`config.mk`:
```
export PLATFORM = sky130hd
export DESIGN_NAME = fat_directory_entry_parser_flat
export DESIGN_NICKNAME = d
export VERILOG_FILES = /design/src/rtl/fdp_pkg.sv /design/src/rtl/fdp_if.sv /design/src/rtl/fdp_ctrl.sv /design/src/rtl/fdp_dp.sv /design/src/rtl/fat_directory_entry_parser.sv /design/src/flat_wrapper.sv
export SDC_FILE = /design/constraint.sdc
export NUM_CORES = 2
export LEC_CHECK = 0
export BUFFER_PORTS_ARGS = -buffer_cell sky130_fd_sc_hd__buf_2
export CORE_MARGIN = 8
export CORE_UTILIZATION = 50
export DETAILED_ROUTE_END_ITERATION = 8
export PLACE_DENSITY = 0.67
export SETUP_SLACK_MARGIN = 0.4
export SLEW_MARGIN = 20
export SYNTH_ARGS = -nofsm -noshare
export SYNTH_HDL_FRONTEND = slang
export SYNTH_SLANG_ARGS = --single-unit
```
`constraint.sdc`:
```
create_clock -name clk -period 22.2 [get_ports clk]
set_input_delay 6.66 -clock clk [delete_from_list [all_inputs] [get_ports clk]]
set_output_delay 6.66 -clock clk [all_outputs]
set_load 0.05 [all_outputs]
```
`src/rtl/fdp_pkg.sv`:
```
// shared constants, types and helper functions of the fat directory entry parser
package fdp_pkg;

  localparam int MAX_LONG_ENTRIES = 20;
  localparam int CHARS_PER_ENTRY  = 13;
  localparam int ROW_W            = 8 * CHARS_PER_ENTRY;
  localparam int ROW_AW           = $clog2(MAX_LONG_ENTRIES);
  localparam int ENTRY_W          = 256;

  localparam logic [7:0] DELETED_MARK      = 8'hE5;
  localparam logic [7:0] LFN_LAST_FLAG     = 8'h40;
  localparam logic [7:0] ATTR_LONG_NAME    = 8'h0F;
  localparam logic [7:0] CHAR_SPACE        = 8'h20;
  localparam logic [7:0] CHAR_DOT          = 8'h2E;
  localparam logic [7:0] CHAR_UPPER_A      = 8'h41;
  localparam logic [7:0] CHAR_UPPER_Z      = 8'h5A;
  localparam logic [7:0] CASE_OFFSET       = 8'h20;
  localparam int         ATTR_DIR_BIT      = 4;
  localparam int         LOW_NAME_BIT      = 3;
  localparam int         LOW_EXT_BIT       = 4;

  localparam logic [7:0] LFN_OFFSETS [CHARS_PER_ENTRY] =
    '{8'd1, 8'd3, 8'd5, 8'd7, 8'd9, 8'd14, 8'd16, 8'd18, 8'd20, 8'd22, 8'd24, 8'd28, 8'd30};

  // short name walk positions: name bytes, dot slot, extension bytes, done
  localparam logic [3:0] POS_DOT  = 4'd8;
  localparam logic [3:0] POS_DONE = 4'd12;
  localparam logic [3:0] CSUM_LAST = 4'd10;
  localparam logic [3:0] COL_LAST  = 4'(CHARS_PER_ENTRY - 1);
  localparam logic [3:0] CHUNK_FULL = 4'd8;

  typedef enum logic [1:0] {
    KIND_CHUNK  = 2'd0,
    KIND_RECORD = 2'd1,
    KIND_END    = 2'd2
  } fdp_kind_t;

  typedef enum logic [1:0] {
    DEC_NONE,
    DEC_END,
    DEC_LONG,
    DEC_SHORT
  } fdp_dec_t;

  typedef enum logic [3:0] {
    ST_IDLE,
    ST_DECODE,
    ST_CSUM,
    ST_LREAD,
    ST_LCHAR,
    ST_SHORT,
    ST_FLUSH,
    ST_REC,
    ST_END
  } fdp_state_t;

  typedef struct packed {
    logic in_rdy;
    logic decode;
    logic csum_step;
    logic lread;
    logic lchar_step;
    logic lrow_next;
    logic short_step;
    logic push_chunk;
    logic push_rec;
    logic push_end;
  } fdp_cmd_t;

  typedef struct packed {
    logic     in_valid;
    fdp_dec_t dec;
    logic     csum_last;
    logic     csum_match;
    logic     char_zero;
    logic     col_last;
    logic     row_zero;
    logic     short_done;
    logic     acc_full;
    logic     acc_empty;
    logic     any_char;
    logic     out_free;
  } fdp_sts_t;

  function automatic logic [7:0] entry_byte(input logic [ENTRY_W-1:0] e, input logic [4:0] idx);
    return e[idx*8 +: 8];
  endfunction

  function automatic logic [ROW_W-1:0] lfn_row(input logic [ENTRY_W-1:0] e);
    logic [ROW_W-1:0] row;
    row = '0;
    for (int j = 0; j < CHARS_PER_ENTRY; j++) begin
      row[j*8 +: 8] = e[LFN_OFFSETS[j]*8 +: 8];
    end
    return row;
  endfunction

  function automatic logic [7:0] lower_if(input logic [7:0] c, input logic on);
    if (on && c >= CHAR_UPPER_A && c <= CHAR_UPPER_Z) begin
      return c + CASE_OFFSET;
    end
    return c;
  endfunction

endpackage

```
`src/rtl/fdp_if.sv`:
```
// entry and result channel interfaces
interface fdp_in_if;
  logic        valid;
  logic        ready;
  logic [63:0] bytes_0_to_7;
  logic [63:0] bytes_8_to_15;
  logic [63:0] bytes_16_to_23;
  logic [63:0] bytes_24_to_31;
  logic        new_directory;
  modport source(output valid, bytes_0_to_7, bytes_8_to_15, bytes_16_to_23,
                 bytes_24_to_31, new_directory, input ready);
  modport sink(input valid, bytes_0_to_7, bytes_8_to_15, bytes_16_to_23,
               bytes_24_to_31, new_directory, output ready);
endinterface

interface fdp_out_if;
  logic        valid;
  logic        ready;
  logic [1:0]  kind;
  logic [63:0] name_chunk;
  logic [3:0]  chunk_bytes;
  logic        is_folder;
  logic        read_only;
  logic        hidden;
  logic [31:0] first_cluster;
  logic [31:0] file_size;
  logic        last;
  modport source(output valid, kind, name_chunk, chunk_bytes, is_folder, read_only, hidden,
                 first_cluster, file_size, last, input ready);
  modport sink(input valid, kind, name_chunk, chunk_bytes, is_folder, read_only, hidden,
               first_cluster, file_size, last, output ready);
endinterface

```
`src/rtl/fdp_ctrl.sv`:
```
// sequencer of the directory entry parser
module fdp_ctrl import fdp_pkg::*; (
  input  logic     clk,
  input  logic     rst_n,
  input  fdp_sts_t sts,
  output fdp_cmd_t cmd
);

  fdp_state_t state_r, state_nxt;

  always_ff @(posedge clk) begin
    if (!rst_n) begin
      state_r <= ST_IDLE;
    end else begin
      state_r <= state_nxt;
    end
  end

  always_comb begin
    state_nxt = state_r;
    unique case (state_r)
      ST_IDLE: begin
        if (sts.in_valid) state_nxt = ST_DECODE;
      end
      ST_DECODE: begin
        unique case (sts.dec)
          DEC_NONE:  state_nxt = ST_IDLE;
          DEC_END:   state_nxt = ST_END;
          DEC_LONG:  state_nxt = ST_CSUM;
          DEC_SHORT: state_nxt = ST_SHORT;
          default:   state_nxt = ST_IDLE;
        endcase
      end
      ST_CSUM: begin
        if (sts.csum_last) state_nxt = sts.csum_match ? ST_LREAD : ST_SHORT;
      end
      ST_LREAD: state_nxt = ST_LCHAR;
      ST_LCHAR: begin
        if (!sts.acc_full) begin
          if (sts.char_zero) begin
            state_nxt = sts.any_char ? ST_FLUSH : ST_SHORT;
          end else if (sts.col_last) begin
            state_nxt = sts.row_zero ? ST_FLUSH : ST_LREAD;
          end
        end
      end
      ST_SHORT: begin
        if (!sts.acc_full && sts.short_done) state_nxt = ST_FLUSH;
      end
      ST_FLUSH: begin
        if (sts.acc_empty || sts.out_free) state_nxt = ST_REC;
      end
      ST_REC: begin
        if (sts.out_free) state_nxt = ST_IDLE;
      end
      ST_END: begin
        if (sts.out_free) state_nxt = ST_IDLE;
      end
      default: state_nxt = ST_IDLE;
    endcase
  end

  always_comb begin
    cmd = '0;
    unique case (state_r)
      ST_IDLE:   cmd.in_rdy = 1'b1;
      ST_DECODE: cmd.decode = 1'b1;
      ST_CSUM:   cmd.csum_step = 1'b1;
      ST_LREAD:  cmd.lread = 1'b1;
      ST_LCHAR: begin
        if (sts.acc_full) begin
          cmd.push_chunk = sts.out_free;
        end else if (!sts.char_zero) begin
          cmd.lchar_step = 1'b1;
          cmd.lrow_next  = sts.col_last && !sts.row_zero;
        end
      end
      ST_SHORT: begin
        if (sts.acc_full) begin
          cmd.push_chunk = sts.out_free;
        end else if (!sts.short_done) begin
          cmd.short_step = 1'b1;
        end
      end
      ST_FLUSH: cmd.push_chunk = !sts.acc_empty && sts.out_free;
      ST_REC:   cmd.push_rec = sts.out_free;
      ST_END:   cmd.push_end = sts.out_free;
      default:  cmd = '0;
    endcase
  end

endmodule

```
`src/rtl/fdp_dp.sv`:
```
// datapath: entry register, run state, long name store, name assembly, result register
module fdp_dp import fdp_pkg::*; (
  input  logic     clk,
  input  logic     rst_n,
  fdp_in_if.sink   in_ch,
  fdp_out_if.source out_ch,
  input  fdp_cmd_t cmd,
  output fdp_sts_t sts
);

  logic [ENTRY_W-1:0] e_r;
  logic               nd_r;
  logic [7:0]         rem_r, rem_nxt;
  logic [7:0]         tot_r, tot_nxt;
  logic [7:0]         csave_r, csave_nxt;
  logic               have_r, have_nxt;
  logic               ended_r, ended_nxt;

  logic [ROW_W-1:0]   mem [MAX_LONG_ENTRIES];
  logic [ROW_W-1:0]   mem_q_r;
  logic               wr_en;
  logic [7:0]         wr_idx;
  fdp_dec_t           dec;

  logic [7:0]         csum_r, csum_step_val;
  logic [3:0]         ci_r;
  logic [ROW_AW-1:0]  k_r;
  logic [3:0]         j_r;
  logic [3:0]         p_r, p_nxt;
  logic [63:0]        acc_r;
  logic [3:0]         cnt_r;
  logic               any_r;

  logic [7:0]         e0, e11, e12, lchar, sh_char, sh_byte;
  logic               sh_valid, is_lfn, out_free;
  logic [7:0]         count;

  logic        out_valid_r;
  fdp_kind_t   kind_r;
  logic [63:0] chunk_r;
  logic [3:0]  bytes_r;
  logic        folder_r, ro_r, hidden_r, last_r;
  logic [31:0] cluster_r, size_r;

  assign e0    = entry_byte(e_r, 5'd0);
  assign e11   = entry_byte(e_r, 5'd11);
  assign e12   = entry_byte(e_r, 5'd12);
  assign is_lfn = e11 == ATTR_LONG_NAME && e_r[223:208] == 16'd0;
  assign count = e0 & ~LFN_LAST_FLAG;

  // entry decode against the run state, with new_directory applied first
  always_comb begin
    rem_nxt   = nd_r ? 8'd0 : rem_r;
    tot_nxt   = nd_r ? 8'd0 : tot_r;
    have_nxt  = have_r & ~nd_r;
    ended_nxt = ended_r & ~nd_r;
    csave_nxt = csave_r;
    wr_en     = 1'b0;
    wr_idx    = 8'd0;
    dec       = DEC_NONE;
    if (ended_nxt) begin
      dec = DEC_NONE;
    end else if (rem_nxt != 8'd0) begin
      wr_idx  = tot_nxt - rem_nxt;
      wr_en   = wr_idx < 8'(MAX_LONG_ENTRIES);
      if (rem_nxt == 8'd1) have_nxt = 1'b1;
      rem_nxt = rem_nxt - 8'd1;
    end else if (have_nxt) begin
      have_nxt = 1'b0;
      if (e0 == 8'd0) begin
        ended_nxt = 1'b1;
        dec       = DEC_END;
      end else begin
        dec = (tot_nxt <= 8'(MAX_LONG_ENTRIES)) ? DEC_LONG : DEC_SHORT;
      end
    end else if (e0 == 8'd0) begin
      ended_nxt = 1'b1;
      dec       = DEC_END;
    end else if (e0 == DELETED_MARK) begin
      dec = DEC_NONE;
    end else if (is_lfn && count != 8'd0) begin
      tot_nxt   = count;
      csave_nxt = entry_byte(e_r, 5'd13);
      wr_en     = 1'b1;
      wr_idx    = 8'd0;
      rem_nxt   = count - 8'd1;
      have_nxt  = count == 8'd1;
    end else begin
      dec = DEC_SHORT;
    end
  end

  assign csum_step_val = {csum_r[0], csum_r[7:1]} + entry_byte(e_r, {1'b0, ci_r});
  assign lchar = mem_q_r[j_r*8 +: 8];

  // 8.3 name walk: name bytes, optional dot, extension bytes
  always_comb begin
    sh_valid = 1'b0;
    sh_char  = CHAR_DOT;
    sh_byte  = 8'd0;
    p_nxt    = p_r;
    if (p_r < POS_DOT) begin
      sh_byte = entry_byte(e_r, {1'b0, p_r});
      if (sh_byte == CHAR_SPACE) begin
        p_nxt = POS_DOT;
      end else begin
        sh_valid = 1'b1;
        sh_char  = lower_if(sh_byte, e12[LOW_NAME_BIT]);
        p_nxt    = p_r + 4'd1;
      end
    end else if (p_r == POS_DOT) begin
      sh_valid = !e11[ATTR_DIR_BIT] && entry_byte(e_r, 5'd8) != CHAR_SPACE;
      p_nxt    = p_r + 4'd1;
    end else if (p_r < POS_DONE) begin
      sh_byte = entry_byte(e_r, {1'b0, p_r - 4'd1});
      if (sh_byte == CHAR_SPACE) begin
        p_nxt = POS_DONE;
      end else begin
        sh_valid = 1'b1;
        sh_char  = lower_if(sh_byte, e12[LOW_EXT_BIT]);
        p_nxt    = p_r + 4'd1;
      end
    end
  end

  assign out_free = !out_valid_r || out_ch.ready;

  always_ff @(posedge clk) begin
    if (in_ch.valid && cmd.in_rdy) begin
      e_r  <= {in_ch.bytes_24_to_31, in_ch.bytes_16_to_23, in_ch.bytes_8_to_15,
               in_ch.bytes_0_to_7};
      nd_r <= in_ch.new_directory;
    end
    if (cmd.decode && wr_en) mem[wr_idx[ROW_AW-1:0]] <= lfn_row(e_r);
    if (cmd.lread) mem_q_r <= mem[k_r];
  end

  always_ff @(posedge clk) begin
    if (!rst_n) begin
      rem_r   <= '0;
      tot_r   <= '0;
      csave_r <= '0;
      have_r  <= 1'b0;
      ended_r <= 1'b0;
    end else if (cmd.decode) begin
      rem_r   <= rem_nxt;
      tot_r   <= tot_nxt;
      csave_r <= csave_nxt;
      have_r  <= have_nxt;
      ended_r <= ended_nxt;
    end
  end

  always_ff @(posedge clk) begin
    if (!rst_n) begin
      cnt_r <= '0;
      any_r <= 1'b0;
      acc_r <= '0;
    end else if (cmd.decode || cmd.push_chunk) begin
      cnt_r <= '0;
      acc_r <= '0;
      if (cmd.decode) any_r <= 1'b0;
    end else if (cmd.lchar_step || (cmd.short_step && sh_valid)) begin
      acc_r[cnt_r[2:0]*8 +: 8] <= cmd.lchar_step ? lchar : sh_char;
      cnt_r <= cnt_r + 4'd1;
      any_r <= 1'b1;
    end
  end

  always_ff @(posedge clk) begin
    if (cmd.decode) begin
      csum_r <= '0;
      ci_r   <= '0;
      p_r    <= '0;
      j_r    <= '0;
      k_r    <= ROW_AW'(tot_r - 8'd1);
    end else begin
      if (cmd.csum_step) begin
        csum_r <= csum_step_val;
        ci_r   <= ci_r + 4'd1;
      end
      if (cmd.short_step) p_r <= p_nxt;
      if (cmd.lread) j_r <= '0;
      else if (cmd.lchar_step) j_r <= j_r + 4'd1;
      if (cmd.lrow_next) k_r <= k_r - ROW_AW'(1);
    end
  end

  always_ff @(posedge clk) begin
    if (!rst_n) begin
      out_valid_r <= 1'b0;
    end else if (cmd.push_chunk || cmd.push_rec || cmd.push_end) begin
      out_valid_r <= 1'b1;
    end else if (out_ch.ready) begin
      out_valid_r <= 1'b0;
    end
  end

  always_ff @(posedge clk) begin
    if (cmd.push_chunk || cmd.push_rec || cmd.push_end) begin
      kind_r    <= cmd.push_chunk ? KIND_CHUNK : (cmd.push_rec ? KIND_RECORD : KIND_END);
      chunk_r   <= cmd.push_chunk ? acc_r : 64'd0;
      bytes_r   <= cmd.push_chunk ? cnt_r : 4'd0;
      folder_r  <= cmd.push_rec & e11[ATTR_DIR_BIT];
      ro_r      <= cmd.push_rec & e11[0];
      hidden_r  <= cmd.push_rec & e11[1];
      cluster_r <= cmd.push_rec ? {e_r[175:160], e_r[223:208]} : 32'd0;
      size_r    <= cmd.push_rec ? e_r[255:224] : 32'd0;
      last_r    <= !cmd.push_chunk;
    end
  end

  assign in_ch.ready          = cmd.in_rdy;
  assign out_ch.valid         = out_valid_r;
  assign out_ch.kind          = kind_r;
  assign out_ch.name_chunk    = chunk_r;
  assign out_ch.chunk_bytes   = bytes_r;
  assign out_ch.is_folder     = folder_r;
  assign out_ch.read_only     = ro_r;
  assign out_ch.hidden        = hidden_r;
  assign out_ch.first_cluster = cluster_r;
  assign out_ch.file_size     = size_r;
  assign out_ch.last          = last_r;

  assign sts.in_valid   = in_ch.valid;
  assign sts.dec        = dec;
  assign sts.csum_last  = ci_r == CSUM_LAST;
  assign sts.csum_match = csum_step_val == csave_r;
  assign sts.char_zero  = lchar == 8'd0;
  assign sts.col_last   = j_r == COL_LAST;
  assign sts.row_zero   = k_r == '0;
  assign sts.short_done = p_r == POS_DONE;
  assign sts.acc_full   = cnt_r == CHUNK_FULL;
  assign sts.acc_empty  = cnt_r == 4'd0;
  assign sts.any_char   = any_r;
  assign sts.out_free   = out_free;

  a_push_free: assert property (@(posedge clk) disable iff (!rst_n)
    (cmd.push_chunk || cmd.push_rec || cmd.push_end) |-> out_free)
    else $error("result pushed into a full output register");
  a_push_one: assert property (@(posedge clk) disable iff (!rst_n)
    $onehot0({cmd.push_chunk, cmd.push_rec, cmd.push_end}))
    else $error("more than one result pushed in a cycle");
  a_acc_cap: assert property (@(posedge clk) disable iff (!rst_n)
    cnt_r <= CHUNK_FULL)
    else $error("chunk byte count overflow");
  a_end_sets: assert property (@(posedge clk) disable iff (!rst_n)
    cmd.push_end |-> ended_r)
    else $error("end marker without ended directory");

endmodule

```
`src/rtl/fat_directory_entry_parser.sv`:
```
// top level of the fat directory entry parser
// in_ch takes one 32-byte directory entry per word (valid/ready), with
// new_directory to restart run and end state before the entry.
// out_ch gives name chunk words, then one record word with last set, or a
// single end marker word; deleted, long-name and post-end entries give none.
// An entry is decoded in the cycle after it is taken. A short entry then goes
// through the 8.3 walk (at most 12 steps), one push per chunk, a flush and
// a record push. A long name adds the checksum over the 11 short name bytes
// and, if it matches, one store read per 13-character row and one step per
// character, for names of up to 260 characters. One entry is in flight at a
// time: in_ch is ready only while the sequencer is idle.
// The output register holds a word until taken; while out_ch is stalled the
// name walk pauses once a chunk is full, and every push waits for it.
// Synchronous reset clears the run state, the ended flag and the output
// valid; the long name store needs no clearing since rows are read only
// after the current run has written them.
module fat_directory_entry_parser import fdp_pkg::*; (
  input  logic      clk,
  input  logic      rst_n,
  fdp_in_if.sink    in_ch,
  fdp_out_if.source out_ch
);

  fdp_cmd_t cmd;
  fdp_sts_t sts;

  fdp_ctrl u_ctrl (
    .clk   (clk),
    .rst_n (rst_n),
    .sts   (sts),
    .cmd   (cmd)
  );

  fdp_dp u_dp (
    .clk    (clk),
    .rst_n  (rst_n),
    .in_ch  (in_ch),
    .out_ch (out_ch),
    .cmd    (cmd),
    .sts    (sts)
  );

endmodule
```
`src/flat_wrapper.sv`:
```
// flat-port wrapper written by rule: the top's interface ports become plain ports
module fat_directory_entry_parser_flat import fdp_pkg::*;
  (clk, rst_n, in_ch_valid, in_ch_bytes_0_to_7, in_ch_bytes_8_to_15, in_ch_bytes_16_to_23, in_ch_bytes_24_to_31, in_ch_new_directory, in_ch_ready, out_ch_valid, out_ch_kind, out_ch_name_chunk, out_ch_chunk_bytes, out_ch_is_folder, out_ch_read_only, out_ch_hidden, out_ch_first_cluster, out_ch_file_size, out_ch_last, out_ch_ready);
  fdp_in_if in_ch_i ();
  fdp_out_if out_ch_i ();
  input  logic clk;
  input  logic rst_n;
  input wire logic [$bits(in_ch_i.valid)-1:0] in_ch_valid;
  input wire logic [$bits(in_ch_i.bytes_0_to_7)-1:0] in_ch_bytes_0_to_7;
  input wire logic [$bits(in_ch_i.bytes_8_to_15)-1:0] in_ch_bytes_8_to_15;
  input wire logic [$bits(in_ch_i.bytes_16_to_23)-1:0] in_ch_bytes_16_to_23;
  input wire logic [$bits(in_ch_i.bytes_24_to_31)-1:0] in_ch_bytes_24_to_31;
  input wire logic [$bits(in_ch_i.new_directory)-1:0] in_ch_new_directory;
  output wire logic [$bits(in_ch_i.ready)-1:0] in_ch_ready;
  output wire logic [$bits(out_ch_i.valid)-1:0] out_ch_valid;
  output wire logic [$bits(out_ch_i.kind)-1:0] out_ch_kind;
  output wire logic [$bits(out_ch_i.name_chunk)-1:0] out_ch_name_chunk;
  output wire logic [$bits(out_ch_i.chunk_bytes)-1:0] out_ch_chunk_bytes;
  output wire logic [$bits(out_ch_i.is_folder)-1:0] out_ch_is_folder;
  output wire logic [$bits(out_ch_i.read_only)-1:0] out_ch_read_only;
  output wire logic [$bits(out_ch_i.hidden)-1:0] out_ch_hidden;
  output wire logic [$bits(out_ch_i.first_cluster)-1:0] out_ch_first_cluster;
  output wire logic [$bits(out_ch_i.file_size)-1:0] out_ch_file_size;
  output wire logic [$bits(out_ch_i.last)-1:0] out_ch_last;
  input wire logic [$bits(out_ch_i.ready)-1:0] out_ch_ready;
  assign in_ch_i.valid = in_ch_valid;
  assign in_ch_i.bytes_0_to_7 = in_ch_bytes_0_to_7;
  assign in_ch_i.bytes_8_to_15 = in_ch_bytes_8_to_15;
  assign in_ch_i.bytes_16_to_23 = in_ch_bytes_16_to_23;
  assign in_ch_i.bytes_24_to_31 = in_ch_bytes_24_to_31;
  assign in_ch_i.new_directory = in_ch_new_directory;
  assign in_ch_ready = in_ch_i.ready;
  assign out_ch_valid = out_ch_i.valid;
  assign out_ch_kind = out_ch_i.kind;
  assign out_ch_name_chunk = out_ch_i.name_chunk;
  assign out_ch_chunk_bytes = out_ch_i.chunk_bytes;
  assign out_ch_is_folder = out_ch_i.is_folder;
  assign out_ch_read_only = out_ch_i.read_only;
  assign out_ch_hidden = out_ch_i.hidden;
  assign out_ch_first_cluster = out_ch_i.first_cluster;
  assign out_ch_file_size = out_ch_i.file_size;
  assign out_ch_last = out_ch_i.last;
  assign out_ch_i.ready = out_ch_ready;
  fat_directory_entry_parser u_core (.clk(clk), .rst_n(rst_n), .in_ch(in_ch_i), .out_ch(out_ch_i));
endmodule
```
---- Word level (Yosys, flattened, before mapping) ----
Memory sizes are Yosys's and may differ from the RTL's. A register that Yosys moved wholly into a read port is not among the register bits.
Index checks and enable logic that the tools add are counted.
storage, ports and cells
  register bits after elaboration ......... 520
  memory bits (writable) .................. 2080
  input port bits ......................... 261
  output and inout bits ................... 140
  logic and storage cells ................. 251
  memories ................................ 1
cells by class
  add/subtract/negate cells ............... 14
  magnitude comparators ................... 8
  eq/ne operators ......................... 32
  shifts and indexed selects .............. 6
  muxes and demuxes ....................... 106
  bitwise gates (word level) .............. 12
  reduce and logical (&&, ||, !) cells .... 46
memories
  name             depth  bits a word  rd ports  clocked after memory_dff  write ports  line          text
  u_core.u_dp.mem  20     104          1         1                         1            fdp_dp.sv:19  logic [ROW_W-1:0] mem [MAX_LONG_ENTRIES];
operators by type and width
  operator                                                            count
  indexed part select 256 x 8 -> 8 bit                                3
  2-to-1 mux 8 bit                                                    24
  indexed part select 104 x 8 -> 8 bit                                1
  bitwise mux 64 bit                                                  1
  variable shift 8 x 34 -> 64 bit (first input constant)              1
  indexed part select 8 x 34 -> 64 bit                                1
  2-to-1 mux 4 bit                                                    13
  2-to-1 mux 1 bit                                                    47
  negation 6 -> 34 bit                                                1
  one-hot mux 4 bit (8 select lines)                                  1
  equality test 4 bit (second input constant)                         6
  2-to-1 mux 2 bit                                                    12
  2-to-1 mux 5 bit                                                    4
  adder 4 x 1 -> 4 bit (second input constant)                        4
  adder 8 x 6 -> 8 bit (second input constant)                        2
  equality test 4 x 3 -> 1 bit (second input constant)                4
  equality test 8 x 6 -> 1 bit (second input constant)                2
  greater-or-equal comparator 8 x 7 -> 1 bit (second input constant)  2
  less-or-equal comparator 8 x 7 -> 1 bit (second input constant)     2
  logical NOT 16 bit                                                  1
  logical NOT 8 bit                                                   2
  one-hot mux 4 bit (4 select lines)                                  1
  nonzero test 8 bit                                                  2
  subtractor 8 x 1 -> 8 bit (second input constant)                   2
  other kinds (35)                                                    85

---- Depth between registers and ports, before layout ----
  depth in word-level cells ............... 18
  depth in mapped cells ................... 19
  depth with buffers taken out ............ 15

---- By module ----
From an unflattened synthesis, not the netlist that was laid out.
second synthesis, totals
  cells, all modules ...................... 5487
  area, all modules ....................... 104906.9 um^2
modules (own cells, without submodules)
  module    times used  cells an instance  area an instance (um^2)  seq. area each (um^2)
  fdp_dp    1           5421               104443.9                 78955.7
  fdp_ctrl  1           66                 462.9                    80.1

---- Worst setup path before layout ----
OpenSTA, ideal clock, no wires.
  path kind ............................... input to register
  start ................................... input port out_ch_ready
  end ..................................... register u_core.u_dp.bytes_r[0], in the netlist u_core.u_dp.out_ch.chunk_bytes[0], enable pin
  setup time .............................. 682 ps
  data arrival time ....................... 13401 ps
  required time ........................... 21518 ps
  path slack .............................. 8118 ps
  stages .................................. 2
  path buffers ............................ 0
  cells stage by stage .................... nor2b_1 -> a21oi_1
on the way
  word-level cells in the longest chain between the ends .. 5
  elaborated cells on any way between the ends .. 8
  those cells by class .................... 4 x mux; 4 x reduce/logical
ends and longest elaborated chain
  item                                                   line                                            text
  start: declaration                                     flat_wrapper.sv:25                              input wire logic [$bits(out_ch_i.ready)-1:0] out_ch_ready;
  logical OR 1 bit (*)                                   fdp_dp.sv:126                                   assign out_free = !out_valid_r || out_ch.ready;
  2-to-1 mux 1 bit or logical AND 1 bit (tied branches)  fdp_ctrl.sv:71, fdp_ctrl.sv:79, fdp_ctrl.sv:85
  one-hot mux 1 bit (2 select lines)                     fdp_ctrl.sv:65                                  unique case (state_r)
  logical OR 1 bit                                       fdp_dp.sv:200                                   if (cmd.push_chunk || cmd.push_rec || cmd.push_end) begin
  logical OR 1 bit (*)                                   fdp_dp.sv:200
  end signal: assignment                                 fdp_dp.sv:203                                   bytes_r <= cmd.push_chunk ? cnt_r : 4'd0;
  end: declaration                                       fdp_dp.sv:41                                    logic [3:0] bytes_r;
Every way passes the cells marked *; elsewhere a longest branch is shown, timed or not.
A chain may end at the register's enable or synchronous reset.

---- Worst setup path after layout ----
  start ................................... register u_core.u_ctrl.state_r[0]
  end ..................................... output port in_ch_ready
on the way
  word-level cells in the longest chain between the ends .. 2
ends and longest elaborated chain
  item                      line                text
  start: declaration        fdp_ctrl.sv:9       fdp_state_t state_r, state_nxt;
  start signal: assignment  fdp_ctrl.sv:15      state_r <= state_nxt;
  logical NOT 4 bit         fdp_ctrl.sv:65
  2-to-1 mux 1 bit          fdp_ctrl.sv:65
  end: declaration          flat_wrapper.sv:14  output wire logic [$bits(in_ch_i.ready)-1:0] in_ch_ready;
Every way passes these cells.

==> impl.org <==
** Run status
- Outcome :: complete, no violations

** Placed design
- Cell area reported after detailed placement :: 0.110 sq mm
- The wire-length estimate of the detail-placed layout is 133000 microns.
- The congestion estimate from routability-driven global placement came to 0.873.
- The number of placed instances, taps included, is 8056.
- I/O Buffers :: 368

** Worst hold path
- Number of instances on the worst hold path :: 2
- The min-delay analysis places its worst path in the category reg -> reg.
- WHS Endpoint :: u_core.u_dp.tot_r[6]
- The worst hold path begins at u_core.u_dp.tot_r[6].

** Route
- First-pass detailed-route iteration total :: 5
- After detailed routing, the wire length on met1 is 107000 microns.
- Sum of met2 wire segment lengths after detailed routing :: 124000 microns
- After detailed routing, the number of remaining DRC violations is 0.
- The first routing iteration left 6672 violations.
- Vias/cell :: 6.23
- In the final routed layout, each cell accounts on average for 30.4 microns.
- Number of antenna-violating nets in the routed design :: 0
- Detailed-route via count :: 53300
- Wire segments on met3 add up to 21800 microns in the final route.
- The highest layer touched by signal routing is met5.
- Total routed wirelength :: 260000 microns

** Floorplan
- Core Box Area :: 0.209 sq mm
- The die covers 0.225 sq mm.
- The initialized floorplan defines 168 standard-cell rows.
- Width of the die :: 474 microns
- Once the floorplan was initialized, standard cells occupied 50.2% of the core.
- During I/O placement, the number of pins put on the boundary was 401.
- The die is 474 microns tall.

** STA
- Measured against its own limit, the worst slew margin works out to 21.6%.
- The final-report max-slew violation count came to 0.
- The number of hold violations in the final report came to 0.
- Setup violations remaining at the end of the flow were counted as 0.
- For the pin with the worst max-slew slack, the measured transition is 1.18 ns.
- Worst hold-check slack :: 0.451 ns
- Setup total negative slack :: 0 ns
- The clock arrives with 0.0668 ns of skew.
- Based on the critical path, the design can be clocked at up to 109 MHz.
- Shortest period the worst path allows :: 9.21 ns
- Final clock period utilization by the worst path :: 41.5%
- Setup repair after global routing left no endpoint under its margin.

** Setup path
- CP max FO :: 11
- The worst register-to-register path begins at u_core.u_dp.nd_r.
- Flop2flop setup slack :: 16.64 ns
- Critical path arrival :: 2.55 ns
- Kind of end point of the critical path :: output port
- The worst setup path is launched from a register.
- Worst R2R End :: u_core.u_dp.mem[16][83]
- Cell count of the worst reg-to-reg path :: 16
- The critical path is of the reg -> out type.
- Data required, critical path :: 15.54 ns

** Clock tree
- CTS placed an instance of clkbuf_16 at the clock tree root.
- H-tree depth :: 5
- The number of setup buffers added after CTS is 0.
- TritonCTS clock tree :: built
- In this run, CTS created clock tree buffers numbering 289.
- The clock reaches the later pin of the worst-skew pair after 0.93 ns.
- Post-cts hold buffer count :: 0
- The tree built by TritonCTS fans out to 2672 sinks.
- Resized cells post-CTS :: 0
- Clock-pin slew was measured on the worst setup and hold paths at 0.06 ns.
- In this run the deepest clock path goes through 4 buffers.

** Pwr
- Power spread over the standard cell area amounts to 118 mW/mm^2.
- Of the total power, registers draw 44.7%.
- Maximum ir drop on the vdd rail :: 0.000126 V
- The analysis attributes to net switching a power of 4.01 mW.
- Internal power :: 10.1 mW
- Summed over all cells, the static leakage comes to 38.5 nW.
- Clock Power Share :: 31.9%
- Net switching is 28.4% of the power.
- Combinational cell fraction of total power :: 23.4%

** Synth
- In the post-synthesis netlist, the cell with the most instances is edfxtp_1.
- Commonest cells in the netlist :: edfxtp_1 (2552), mux4_2 (635), clkbuf_1 (181)
- Summing the sequential cell areas from Yosys gives 75.3% of the chip area.
- Number of unique standard cell types used by synthesis :: 84
- Post-Synthesis Net Count :: 5364
- Yosys mapped a number of flops with a built-in enable equal to 2552.
- In this run, synthesis produced a sequential element count of 2672.
- In this run the cell area of the synthesized design comes to 0.105 sq mm.
- Among all flip-flop cells after synthesis, the most frequent one is edfxtp_1.
- Async S/R FF share, synth :: 0%
- A synthesized cell averages 20.7 sq um.
- The top cell type by area accounts for 73.0% of the synthesized area.
- Biggest area contributors in the synthesized netlist :: edfxtp_1 (73%), mux4_2 (14%), dfxtp_1 (2.3%)
- For this run, the number of Yosys warnings is 0.
- Dominant cell type by area after synthesis :: edfxtp_1
- Cell count after synthesis :: 5070

** Global route
- Wire length of the first global-routing pass :: 375000 microns
- Largest net degree at the start of global routing :: 147
- Total Routing Usage GR :: 22.7%
- Number of antenna violations at the first check in global routing :: 25
- The via count of the first global-routing pass came to 54000.
- Remaining global-route overflow :: 0

** Finish
- Number of non-filler instances in the completed layout :: 8550
- The post-route netlist has 29.1% of its cells at a drive strength greater than 1.
- In the final layout, the multi-input gates occupy 0.0248 sq mm.
- Total area of sequential cells :: 0.0790 sq mm
- The final layout contains 5837 nets.
- Number of filler cells placed in the layout :: 15200
- P&R area growth vs syn :: 13.5%
- The finished cells cover 0.119 sq mm.

** Job
- Max-cap violations in this run came to 0.
## power groups by stage
stage	logic [mW]	clock network, mW	registers, mW
after floorplan	2.38	0	6.30
after global routing	3.51	4.76	6.33
after global placement	3.27	0	6.37
after detailed placement	3.30	0	6.40
after CTS	3.32	4.57	6.30
final	3.29	4.49	6.30
## flip-flops by register name (all words and copies together) (netlist names), 32 cells and up
name,cells
u_core.u_dp.acc_r,64
u_core.u_dp.e_r,224
u_core.u_dp.mem,2080
u_core.u_dp.mem_q_r,104
u_core.u_dp.out_ch.file_size,32
u_core.u_dp.out_ch.first_cluster,32
u_core.u_dp.out_ch.name_chunk,64
## how the worst max path moves through the flow
stage	to	cells past startpoint	from	slack, ns
after floorplan	u_core.u_dp.out_ch.chunk_bytes[0]	2	out_ch_ready	8.12
after global placement	u_core.u_dp.acc_r[55]	10	out_ch_ready	13.11
after detailed placement	u_core.u_dp.acc_r[55]	10	out_ch_ready	13.09
after CTS	in_ch_ready	3	u_core.u_ctrl.state_r[0]	12.94
after global routing	in_ch_ready	3	u_core.u_ctrl.state_r[0]	12.86
final	in_ch_ready	3	u_core.u_ctrl.state_r[0]	12.99
## layer usage
layer / up-vias / track usage, %
met2: 2505 / 35.9
met3: 411 / 3.87
met1: 28400 / 32.9
met5: - / 0
met4: 4 / 6.55
li1: 22000 / -
## kinds of logic (layout without fill, tap and decap cells)
logic type	after synthesis	count (layout)	share of synthesized area, %
flops	2672	2672	75.3
mux	944	944	16.7
simple gates	703	703	3.39
compound gates	355	355	2.58
buf+inv	321	986	1.21
xor+xnor	42	42	0.365
fa+ha+maj	33	33	0.408
other cells	0	10	0
## layout make-up
type / count / share of cell area (%)
clock buffers: 360 / 6.43
repair buffers: 466 / 2.47
multi-input cells: 2077 / 20.8
inverters: 37 / 0.119
flip-flops and latches: 2672 / 66.3
clock inverters: 123 / 0.835
well taps: 2805 / 2.95
diodes: 10 / 0.0210
## through the flow
stage | total power [mW] | setup slack (ns) | util (%)
finish | 14.1 | 12.99 | 57.0
global route | 14.6 | 12.86 | 57.0
CTS | 14.2 | 12.94 | 56.9
detailed placement | 9.70 | 13.09 | 52.8
global placement | 9.65 | 13.11 | 52.8
floorplan | 8.68 | 8.12 | -
## critical path, stage by stage (launching register included)
cell,delay [ns]
dfxtp_1,0.41
or2_2,0.38
nor3_1,0.47
buf_2,0.37
## cells in the final DEF, fill, tap and decap left out, types with 22 or more instances in the layout
cell type,count
edfxtp_1,2552
mux4_2,635
buf_2,368
clkbuf_16,296
mux2i_1,167
nand2_1,147
mux2_2,141
and2_1,138
nor3_1,136
nor2_1,124
dfxtp_1,113
a221o_1,86
buf_4,69
clkinv_1,67
a21oi_1,64
clkbuf_1,62
o21ai_0,51
clkinv_2,34
nand3_1,31
ha_1,31
inv_1,30
a22oi_1,29
buf_12,28
xnor2_1,23
nor2b_1,22
(Power assumes the default switching activity.)
